<file path="config.mk">
export PLATFORM = sky130hd
export DESIGN_NAME = ssc_sqrt
export DESIGN_NICKNAME = d
export VERILOG_FILES = /design/src/rtl/ssc_pkg.sv /design/src/rtl/ssc_sqrt.sv
export SDC_FILE = /design/constraint.sdc
export NUM_CORES = 2
export LEC_CHECK = 0
export BUFFER_PORTS_ARGS = -buffer_cell sky130_fd_sc_hd__buf_2
export CORE_ASPECT_RATIO = 1.75
export CORE_MARGIN = 4
export CORE_UTILIZATION = 40
export CTS_CLUSTER_DIAMETER = 100
export CTS_CLUSTER_SIZE = 12
export DETAILED_ROUTE_END_ITERATION = 10
export SLEW_MARGIN = 25
export SYNTH_ARGS = -nofsm -noshare
export SYNTH_HDL_FRONTEND = slang
export SYNTH_SLANG_ARGS = --single-unit
</file>
<file path="constraint.sdc">
create_clock -name clock -period 5.2 [get_ports clock]
set_clock_uncertainty 0.05 [all_clocks]
set_input_delay 0.26 -clock clock [delete_from_list [all_inputs] [get_ports clock]]
set_output_delay 0.26 -clock clock [all_outputs]
set_load 0.02 [all_outputs]
</file>
<file path="src/rtl/ssc_pkg.sv">
package ssc_pkg;

   localparam int COORD_W   = 24;
   localparam int RAD_W     = 23;
   localparam int DIFF_W    = COORD_W + 1;
   localparam int SQ_W      = 2 * COORD_W + 1;
   localparam int L2_W      = SQ_W + 1;
   localparam int RS2_W     = 2 * COORD_W;
   localparam int NZ_W      = 52;
   localparam int ROOT_W    = COORD_W;
   localparam int ROOT_REM_W = L2_W;
   localparam int PROD_W    = DIFF_W + RAD_W;
   localparam int QUO_W     = RAD_W;
   localparam int LANES     = 6;
   localparam int LAT       = 3 + ROOT_W + 1 + QUO_W + 1;
   localparam int CSR_IDX_W = 1;

   localparam logic [CSR_IDX_W-1:0] CSR_NEAR_ZERO = 1'd0;
   localparam logic [CSR_IDX_W-1:0] CSR_PLANAR    = 1'd1;

   localparam logic [NZ_W-1:0] NEAR_ZERO_RESET = NZ_W'(1678);

   typedef logic signed [COORD_W-1:0] coord_type;
   typedef logic [RAD_W-1:0] radius_type;

   typedef struct packed {
      logic                          hit;
      logic                          planar;
      logic [2:0][COORD_W-1:0]       a_pos;
      logic [2:0][COORD_W-1:0]       b_pos;
      logic [2:0][DIFF_W-1:0]        dmag;
      logic [2:0]                    dneg;
      logic [RAD_W-1:0]              ra;
      logic [RAD_W-1:0]              rb;
   } side_type;

endpackage

</file>
<file path="src/rtl/ssc_sqrt.sv">
module ssc_sqrt import ssc_pkg::*; (
   input  logic                  clock,
   input  logic                  adv,
   input  logic [RS2_W-1:0]      x_in,
   output logic [ROOT_W-1:0]     root_out
);

   logic [ROOT_REM_W-1:0] rem_ff  [ROOT_W];
   logic [ROOT_W-1:0]     root_ff [ROOT_W];

   for (genvar k = 0; k < ROOT_W; k++) begin : g_stage
      localparam int Bit = ROOT_W - 1 - k;
      logic [ROOT_REM_W-1:0] rem_src;
      logic [ROOT_REM_W-1:0] trial;
      logic [ROOT_REM_W-1:0] rem_in;
      logic [ROOT_W-1:0]     root_src;
      logic [ROOT_W-1:0]     root_in;

      if (k == 0) begin : g_first
         assign rem_src  = ROOT_REM_W'(x_in);
         assign root_src = '0;
      end else begin : g_next
         assign rem_src  = rem_ff[k-1];
         assign root_src = root_ff[k-1];
      end

      always_comb begin
         trial = (ROOT_REM_W'(root_src) << (Bit + 1)) + (ROOT_REM_W'(1) << (2 * Bit));
         if (rem_src >= trial) begin
            rem_in  = rem_src - trial;
            root_in = root_src | (ROOT_W'(1) << Bit);
         end else begin
            rem_in  = rem_src;
            root_in = root_src;
         end
      end

      always_ff @(posedge clock) begin
         if (adv) begin
            rem_ff[k]  <= rem_in;
            root_ff[k] <= root_in;
         end
      end
   end

   assign root_out = root_ff[ROOT_W-1];

endmodule

</file>
==> flow_summary.toml <==
[global_routing]
antenna_found_initial = 3
grt_first_pass_wirelength_um = 240000
number_of_global_route_vias_before_repair = 45447
gr-usage-all-layers = 0.177
overflow = 0
grt_max_degree = 164

[flow_run]
max-cap-violations = 0

[floorplanning]
die-height_um = 555
top_level_ports = 74
dieArea_um2 = 178000
dieWidth_um = 321
placeableCoreArea_um2 = 170000
placementRows = 200
initial_core_util = 0.403

[place]
dpl.cell_count = 7652
finalWeightedCongestion = 0.931
place.port_buffers = 73
dpl.hpwl_um = 122000
dpl_cell_area_um2 = 72100

[route]
drt_pre_antenna_iters = 5
vias = 42201
post-route-drc-count = 0
wirelength_um = 159000
drt_iter0_drc = 2020
wl_per_cell_um = 20.3
route.detailed.vias_per_inst = 5.37
antenna_violating_nets_post_route = 0

[synthesis]
area_fraction_in_and_or_nand_and_nor_cells_after_synthesis = 0.122
synth_nets = 5736
synthDominantCellAreaShare = 0.635
synth.yosys.seq_area_share = 0.635
synth_xor_xnor_area_share = 0.0652
netlist-cell-type-count = 82
synth_adder_area_share = 0.0588
ys.flop_type = "edfxtp_1"
synthTopCellsByArea = "edfxtp_1 64%, ha_1 5.9%, xnor2_1 3.4%"
ys_warns = 0
synth.mux.area_fraction = 0.00891
synthesis.instances = 5364
synth_compound_area_frac = 0.0835
yosysTopAreaCell = "edfxtp_1"
synth_edf_count = 1449
seq_cells_post_synth = 1449
syn_area_um2 = 68500
synth_area_per_cell_um2 = 12.8
synth_top_family_by_area = "simple AND/OR/NAND/NOR gates"
async_flop_share = 0

[power]
cellLeakagePower_uw = 0.0283
ir_worst_vdd_mv = 0.319
powerDensity_nw_per_um2 = 395

[cts]
worst_setup_hold_path_clk_slew_ns = 0.06
cts_made_buffers = 138
clock-root-buffer = "clkbuf_16"
cts-root-to-sink-buffers = 3
tritoncts = "yes"
clock_sinks = 1449
insertion_delay_to_the_later_sink_of_the_worst_skew_pair_ns = 0.79
ctsHtreeMaxLevel = 4

[sta]
fin_hold_ws_ns = 0.147
worst-slew-pin-transition_ns = 1.12
hold_viol = 0
post-route-min-period_ns = 4.57
post-route-period-util = 0.879
fmax_ghz = 0.219
finalSetupViolCount = 0
tns_ns = 0
count_of_pins_over_their_slew_limit = 0
grt_setup_unrepaired = "no"
max-slew-margin-rel = 0.249

[finish]
drive_gt1_frac = 0.0710
synthToLayoutAreaGrowth_pct = 11.5
layout.cells.most_common_list = "1449 x edfxtp_1, 388 x inv_1, 382 x nor2_1"
finish.cell_count_without_fillers = 7859
most_common_library_cell_in_the_layout_ignoring_fill_and_taps = "edfxtp_1"
postLayoutCellArea_um2 = 76400
fin_util = 0.449
num-nets-final = 5992

[critical_path]
worstPathMaxFanout = 5
ff2ff_setup_slack_ns = 0.63
worstReg2RegEnd = "rem_ff[5][139]$_DFFE_PP_"
reg2reg_depth = 11
worst-setup-path-type = "flop to flop"
critPathRequiredTime_ns = 5.65
crit_path_start_kind = "flop"
cp-end-kind = "flop"
r2r_start = "rem_ff[5][54]$_DFFE_PP_"
crit_arrival_ns = 5.02

[hold_path]
min-delay-start = "x_in[35]"
whs_endpoint = "rem_ff[0][35]$_DFFE_PP_"
min_path_type = "input pin to flop"
worstHoldPathCells = 2

[run_status]
outcome = "finished, final reports clean"
power by group:
group / switching [µW] / leakage [µW] / internal (µW)
combinational: 3310 / 0.0126 / 2300
clock: 4200 / 0.00184 / 4800
sequential: 956 / 0.0139 / 14600
kinds of logic (layout without fill, tap and decap cells):
family | Yosys count | in the layout
AOI/OAI and AO/OA | 928 | 928
xor gates and xnor gates | 510 | 510
adders and majority gates | 322 | 322
buffers and inverters | 473 | 743
DFF | 1449 | 1449
muxes | 55 | 55
other | 0 | 3
and+or+nand+nor | 1627 | 1627
timing repair:
item                                   in CTS  in global routing
hold buffers                               50                  0
gates resized for setup                     0                  0
endpoints found under the hold margin      83                  0
setup buffers                               0                  0
cells in the mapped netlist (105+ instances only):
| library cell | instances |
|---|---|
| edfxtp_1 | 1449 |
| inv_1 | 388 |
| nor2_1 | 382 |
| ha_1 | 322 |
| nand2_1 | 317 |
| a21oi_1 | 308 |
| xnor2_1 | 263 |
| xor2_1 | 247 |
| o21ai_0 | 230 |
| nor4_1 | 190 |
| nor3_1 | 173 |
| a21o_1 | 105 |
registers in the layout (all words and copies together), names as in the netlist:
register  flops
rem_ff     1149
root_ff     300
layer usage:
metal | GRT usage | share of wire | vias up
li1 | - | - | 20420
met1 | 0.111 | 0.25 | 20474
met2 | 0.405 | 0.64 | 842
met3 | 0.0233 | 0.024 | 465
met4 | 0.141 | 0.090 | 0
met5 | 0 | 0 | -
worst max-delay path by stage:
| stage | slack [ns] | end | from |
|---|---|---|---|
| 6_report | 0.63 | rem_ff[5][139]$_DFFE_PP_ | rem_ff[5][54]$_DFFE_PP_ |
| 5_1_grt | 0.46 | rem_ff[5][139]$_DFFE_PP_ | rem_ff[5][54]$_DFFE_PP_ |
| 4_1_cts | 0.59 | rem_ff[5][139]$_DFFE_PP_ | rem_ff[5][56]$_DFFE_PP_ |
| 3_5_place_dp | 0.65 | rem_ff[5][139]$_DFFE_PP_ | rem_ff[5][56]$_DFFE_PP_ |
| 3_3_place_gp | 0.59 | rem_ff[5][139]$_DFFE_PP_ | rem_ff[5][56]$_DFFE_PP_ |
| 2_1_floorplan | 1.57 | rem_ff[4][31]$_DFFE_PP_ | rem_ff[3][186]$_DFFE_PP_ |
worst max-delay path, cell delays in order, from the launching register on:
cell and delay [ns]:
edfxtp_1 0.39, ha_1 0.26, or3_1 0.36, o22ai_1 0.36
o221ai_1 0.40, o41ai_2 0.58, a211oi_1 0.25, o21ai_1 0.26
or4b_1 0.55, or3_1 0.45, nor4_1 0.26, xor2_1 0.10
layout make-up:
cell class | count | area, µm²
Antenna cell | 3 | 7.51
Inverter | 391 | 1470
Fill cell | 15007 | 93600
Clock buffer | 139 | 3480
Tap cell | 2222 | 2780
Timing Repair Buffer | 198 | 1540
Clock inverter | 15 | 293
Multi-Input combinational cell | 3442 | 23300
Sequential cell | 1449 | 43500
metrics by stage:
stage	worst slack [ns]	power, µW
2_1_floorplan	1.57	19400
3_3_place_gp	0.590	21200
3_5_place_dp	0.650	21400
4_1_cts	0.592	30400
5_1_grt	0.462	31600
6_report	0.630	30200
(Power assumes the default switching activity.)
