==> config.mk <==
export PLATFORM = sky130hd
export DESIGN_NAME = ssc_div
export DESIGN_NICKNAME = d
export VERILOG_FILES = /design/src/rtl/ssc_pkg.sv /design/src/rtl/ssc_div.sv
export SDC_FILE = /design/constraint.sdc
export NUM_CORES = 2
export LEC_CHECK = 0
export BUFFER_PORTS_ARGS = -buffer_cell sky130_fd_sc_hd__buf_2
export CELL_PAD_IN_SITES_DETAIL_PLACEMENT = 0
export CELL_PAD_IN_SITES_GLOBAL_PLACEMENT = 2
export CORE_MARGIN = 8
export CORE_UTILIZATION = 40
export CTS_CLUSTER_SIZE = 30
export DETAILED_ROUTE_END_ITERATION = 10
export PLACE_DENSITY = 0.82
export SLEW_MARGIN = 20
export SYNTH_ARGS = -nofsm -noshare
export SYNTH_HDL_FRONTEND = slang
export SYNTH_SLANG_ARGS = --single-unit
==> constraint.sdc <==
create_clock -name clock -period 3.2 [get_ports clock]
set_input_delay 0.48 -clock clock [delete_from_list [all_inputs] [get_ports clock]]
set_output_delay 0.48 -clock clock [all_outputs]
set_load 0.01 [all_outputs]
==> src/rtl/ssc_pkg.sv <==
package ssc_pkg;

   localparam int COORD_W   = 24;
   localparam int RAD_W     = 23;
   localparam int DIFF_W    = COORD_W + 1;
   localparam int SQ_W      = 2 * COORD_W + 1;
   localparam int L2_W      = SQ_W + 1;
   localparam int RS2_W     = 2 * COORD_W;
   localparam int NZ_W      = 52;
   localparam int ROOT_W    = COORD_W;
   localparam int ROOT_REM_W = L2_W;
   localparam int PROD_W    = DIFF_W + RAD_W;
   localparam int QUO_W     = RAD_W;
   localparam int LANES     = 6;
   localparam int LAT       = 3 + ROOT_W + 1 + QUO_W + 1;
   localparam int CSR_IDX_W = 1;

   localparam logic [CSR_IDX_W-1:0] CSR_NEAR_ZERO = 1'd0;
   localparam logic [CSR_IDX_W-1:0] CSR_PLANAR    = 1'd1;

   localparam logic [NZ_W-1:0] NEAR_ZERO_RESET = NZ_W'(1678);

   typedef logic signed [COORD_W-1:0] coord_type;
   typedef logic [RAD_W-1:0] radius_type;

   typedef struct packed {
      logic                          hit;
      logic                          planar;
      logic [2:0][COORD_W-1:0]       a_pos;
      logic [2:0][COORD_W-1:0]       b_pos;
      logic [2:0][DIFF_W-1:0]        dmag;
      logic [2:0]                    dneg;
      logic [RAD_W-1:0]              ra;
      logic [RAD_W-1:0]              rb;
   } side_type;

endpackage

==> src/rtl/ssc_div.sv <==
module ssc_div import ssc_pkg::*; (
   input  logic              clock,
   input  logic              adv,
   input  logic [PROD_W-1:0] num_in,
   input  logic [ROOT_W-1:0] den_in,
   output logic [QUO_W-1:0]  quo_out
);

   logic [PROD_W-1:0] rem_ff [QUO_W];
   logic [ROOT_W-1:0] den_ff [QUO_W];
   logic [QUO_W-1:0]  quo_ff [QUO_W];

   for (genvar k = 0; k < QUO_W; k++) begin : g_stage
      localparam int Bit = QUO_W - 1 - k;
      logic [PROD_W-1:0] rem_src;
      logic [ROOT_W-1:0] den_src;
      logic [QUO_W-1:0]  quo_src;
      logic [PROD_W-1:0] trial;
      logic [PROD_W-1:0] rem_in;
      logic [QUO_W-1:0]  quo_in;

      if (k == 0) begin : g_first
         assign rem_src = num_in;
         assign den_src = den_in;
         assign quo_src = '0;
      end else begin : g_next
         assign rem_src = rem_ff[k-1];
         assign den_src = den_ff[k-1];
         assign quo_src = quo_ff[k-1];
      end

      always_comb begin
         trial = PROD_W'(den_src) << Bit;
         if (rem_src >= trial) begin
            rem_in = rem_src - trial;
            quo_in = quo_src | (QUO_W'(1) << Bit);
         end else begin
            rem_in = rem_src;
            quo_in = quo_src;
         end
      end

      always_ff @(posedge clock) begin
         if (adv) begin
            rem_ff[k] <= rem_in;
            den_ff[k] <= den_src;
            quo_ff[k] <= quo_in;
         end
      end
   end

   assign quo_out = quo_ff[QUO_W-1];

endmodule

==> summary.md <==
| Metric | Value |
|---|---|
| Share of cells above drive strength 1 | `approximately 33%` |
| Die width | `505.9 um` |
| Top sig layer | `met5` |
| Register Area | `about 56000 um^2` |
| Final Hold Vio Count | `0` |
| Max_cap viols | `0` |
| CP Launch Type | `flip-flop` |
| Final wirelength | `between 200000 and 250000 um` |
| Syn Inst Count | `between 8000 and 9000` |
| Length of routed met2 wiring | `between 100000 and 150000 um` |
| Worst-margin pin slew | `between 900 and 1000 ps` |
| Layout area overhead | `35.70%` |
| Crit path buf inv count | `1` |
| Crit-path cells | `inv_1 -> ha_2 -> fa_2 -> nand2b_4 -> a211oi_4 -> o21ai_2 -> a221oi_2 -> o21ai_2 -> nand3b_1 -> a31oi_4 -> or3_4 -> or4b_4 -> nor4b_4 -> xor2_1` |
| Clock latency on the worst-skew pair | `870 ps` |
| Fin Hold WS | `137.1 ps` |
| Io pins | `97` |
| Largest net degree at the start of global routing | `between 100 and 150` |
| RR Endpoint | `rem_ff[2][137]$_DFFE_PP_` |
| Crit path DAT | `approximately 4300 ps` |
| Tcrit/Tclk final | `118.4%` |
| Static Leakage | `between 50 and 60 nW` |
| Unrepaired setup endpoints after global routing | `yes` |
| Cell Pwr Density | `829.1 nW/um^2` |
| RePlAce Congestion | `between 0.9 and 1` |
| Buffers on Ports | `between 90 and 100` |
| Rel. slew slack | `approximately a third` |
| Vert. Die Dim | `505.9 um` |
| Initial antenna violation count | `3` |
| Vias in the first global route | `just over 70000` |
| Synth unique cells | `approximately 110` |
| Routed Antenna Nets | `0` |
| WS Path Type | `flip-flop to flip-flop` |
| Drt initial violations | `around 3500` |
| Setup slack after layout | `-588.2 ps` |
| Failing checks | `negative setup slack` |
| Met1 WL | `91270 um` |
| Top delay family on crit path | `simple AND/OR/NAND/NOR gates` |
| # DRC | `0` |
| CP Max Fanout | `3` |
| CTS root buf | `clkbuf_16` |
| GRT Util Overall | `about 18%` |
| Hold EP | `rem_ff[1][46]$_DFFE_PP_` |
| Status | `complete, but fails checks` |
| Dpl ws | `-624.9 ps` |
| Remaining global-route overflow | `0` |
| Fill count | `between 15000 and 20000` |
| Clock skew | `approximately 96 ps` |
| Post-Syn Area | `approximately 96000 um^2` |
| Fmax | `~260 MHz` |
| Vias post-DR | `approximately 70000` |
| Hold depth | `1` |
| Post-synthesis async set-or-reset flop share | `0%` |
| Reg2reg start | `rem_ff[2][52]$_DFFE_PP_` |
| Setup crit start | `rem_ff[2][52]$_DFFE_PP_` |
| Bufs on Longest Clock Path | `3` |
| Final core utilization | `a little over half` |
| Nets | `between 10000 and 15000` |
| Predominant post-synthesis flop cell | `edfxtp_1` |
| Core area | `239600 um^2` |
| EDFF count, synth | `1860` |
| Num CTS Buffers | `approximately 200` |
| Die footprint | `approximately 260000 um^2` |
| Sinks on Clock Net | `around 1900` |
| Syn_area_per_cell | `11.85 um^2` |
| Reg clk slew, reported paths | `around 60 ps` |
| Most common cell on crit path | `o21ai_2` |
| R2R cell count | `14` |
| Register area share after synthesis | `around three fifths` |
| CP max stage delay | `between 500 and 600 ps` |
| Tmin final | `3788 ps` |
| Setup Total Neg Slack | `-55400 ps` |
| Vias per cell | `between 5 and 6` |
| Reg2reg setup slack | `-590 ps` |
| Count of cell instances traversed by the critical path | `14` |
| Slowest CP cell | `or4b_4` |
| First-pass iteration count of the detailed router | `5` |
| CTS H-tree depth | `4` |
| Initial Utilization | `around 40%` |
| Number of synthesized register bits | `between 1500 and 2000` |
| CP endpoint kind | `flip-flop` |
| WL/cell | `between 15 and 20 um` |
| Hold WC Path Type | `input port to flip-flop` |
| Hold wc startpoint | `adv` |
| FP Rows | `180` |
| Synthesized Nets | `around 8700` |
| Yosys synthesis warning count | `0` |
| CTS tree | `done` |
| Largest vdd supply drop | `~0.53 mV` |
| Met3 wirelength from detailed routing | `slightly below 7000 um` |
| Req. time, crit path | `between 3000 and 4000 ps` |
| HPWL Detailed | `~180000 um` |
| Final setup vio count | `333` |
| First-pass GRT wire length | `374900 um` |
| Area of the multi-input gates | `between 40000 and 50000 um^2` |
| Final count of pins violating max slew | `0` |
==> logic make-up (layout without fill, tap and decap cells) <==
kind of cell / count (synthesis) / count (layout) / synth area share [%]
simple gates: 2126 / 2126 / 10.89
flops: 1860 / 1860 / 58.19
compound gates: 1843 / 1843 / 11.95
buf+inv: 868 / 3233 / 3.422
xor+xnor: 695 / 695 / 6.341
fa+ha+maj: 574 / 574 / 7.654
mux: 133 / 133 / 1.556
other cells: 0 / 4 / 0
==> cell usage after synthesis (26+ instances only) <==
| cell type | count | area (um^2) |
|---|---|---|
| a21oi_1 | 600 | 3003 |
| nor3_1 | 155 | 775.7 |
| inv_1 | 714 | 2680 |
| edfxtp_1 | 1860 | 55850 |
| o21bai_1 | 69 | 518.0 |
| or4_1 | 36 | 270.3 |
| nor4_1 | 120 | 750.7 |
| a31oi_1 | 56 | 350.3 |
| o21ai_0 | 444 | 2222 |
| nor2_1 | 579 | 2173 |
| o21a_1 | 69 | 518.0 |
| nand3_1 | 114 | 570.6 |
| nand2b_1 | 108 | 675.7 |
| o31ai_1 | 44 | 330.3 |
| nand2_1 | 552 | 2072 |
| nor2b_1 | 85 | 531.8 |
| nand4_1 | 103 | 644.4 |
| clkbuf_1 | 121 | 454.2 |
| and3_1 | 52 | 325.3 |
| a211oi_1 | 46 | 345.3 |
| mux2_2 | 130 | 1464 |
| xnor2_1 | 385 | 3372 |
| or3_1 | 64 | 400.4 |
| a21o_1 | 275 | 2064 |
| xor2_1 | 310 | 2715 |
| o211ai_1 | 26 | 195.2 |
| ha_1 | 552 | 6907 |
==> stage by stage <==
stage	cell area, um^2	power (W)	std cells
finish	130300	0.1080	13650
global route	130300	0.1143	13650
CTS	126000	0.1051	13490
detailed placement	112500	0.07683	12800
global placement	112500	0.07619	12800
floorplan	96230	0.06094	8099
==> cells in the final DEF (no fill, tap or decap), types with 72 or more instances in the layout <==
cell type	count
xor2_1	304
edfxtp_1	1860
mux2_2	74
nand3_1	94
nand4_1	103
a21oi_1	475
inv_1	679
clkbuf_16	214
nor3_1	102
ha_1	486
buf_6	117
nor4_1	75
dlygate4sd3_1	72
xnor2_1	360
nand2b_1	95
a21oi_2	109
a21o_1	273
nand2_1	509
o21ai_0	310
nor2_1	495
buf_2	96
o21ai_2	90
buf_4	1746
==> final cells by class <==
| type | count | share of cell area [%] |
|---|---|---|
| Multi-Input combinational cell | 5371 | 33.00 |
| Timing Repair Buffer | 2143 | 13.78 |
| Antenna cell | 4 | 0.007685 |
| Clock buffer | 231 | 3.948 |
| Sequential cell | 1860 | 42.88 |
| Clock inverter | 142 | 1.245 |
| Tap cell | 3185 | 3.059 |
| Inverter | 717 | 2.081 |
==> state kept, by name, indices dropped and copies added, names as in the netlist <==
signal and cells:
den_ff 528, quo_ff 276, rem_ff 1056
==> worst reg2reg max path, stage by stage (launching register included) <==
cell      delay, ps
edfxtp_1        350
inv_1            50
ha_2            190
fa_2            340
nand2b_4        160
a211oi_4        290
o21ai_2         100
a221oi_2        320
o21ai_2          90
nand3b_1        240
a31oi_4         130
or3_4           350
or4b_4          530
nor4b_4         230
xor2_1           90
==> report_power, final <==
group	internal (W)	switching (W)	leakage (nW)	total [W]
registers	0.0338	0.00334	18.0	0.0372
logic	0.0242	0.0233	31.7	0.0474
clock network	0.0135	0.00988	3.26	0.0234
total	0.0715	0.0365	52.9	0.108
==> layer usage <==
layer | track usage (%) | vias up
met5 | 0 | -
met4 | 7.485 | 2
met3 | 2.289 | 614
met2 | 36.13 | 1189
met1 | 19.02 | 33540
li1 | - | 34270
==> worst max path at each step <==
stage	endpoint	slack (ps)
after floorplan	rem_ff[2][137]$_DFFE_PP_	-210
after global placement	rem_ff[2][139]$_DFFE_PP_	-670
after detailed placement	rem_ff[2][277]$_DFFE_PP_	-620
after CTS	rem_ff[2][137]$_DFFE_PP_	-620
after global routing	rem_ff[2][137]$_DFFE_PP_	-730
final	rem_ff[2][137]$_DFFE_PP_	-590
==> repair_timing <==
| action | 4_1_cts | 5_1_grt |
|---|---|---|
| hold buffers | 72 | 0 |
| resized for setup | 875 | 659 |
| pin swaps | 366 | 473 |
| endpoints found under the hold margin | 72 | 0 |
| buffers inserted | 240 | 182 |
| endpoints found under the setup margin | 741 | 722 |
| cloned | 20 | 15 |
(Power assumes the default switching activity.)
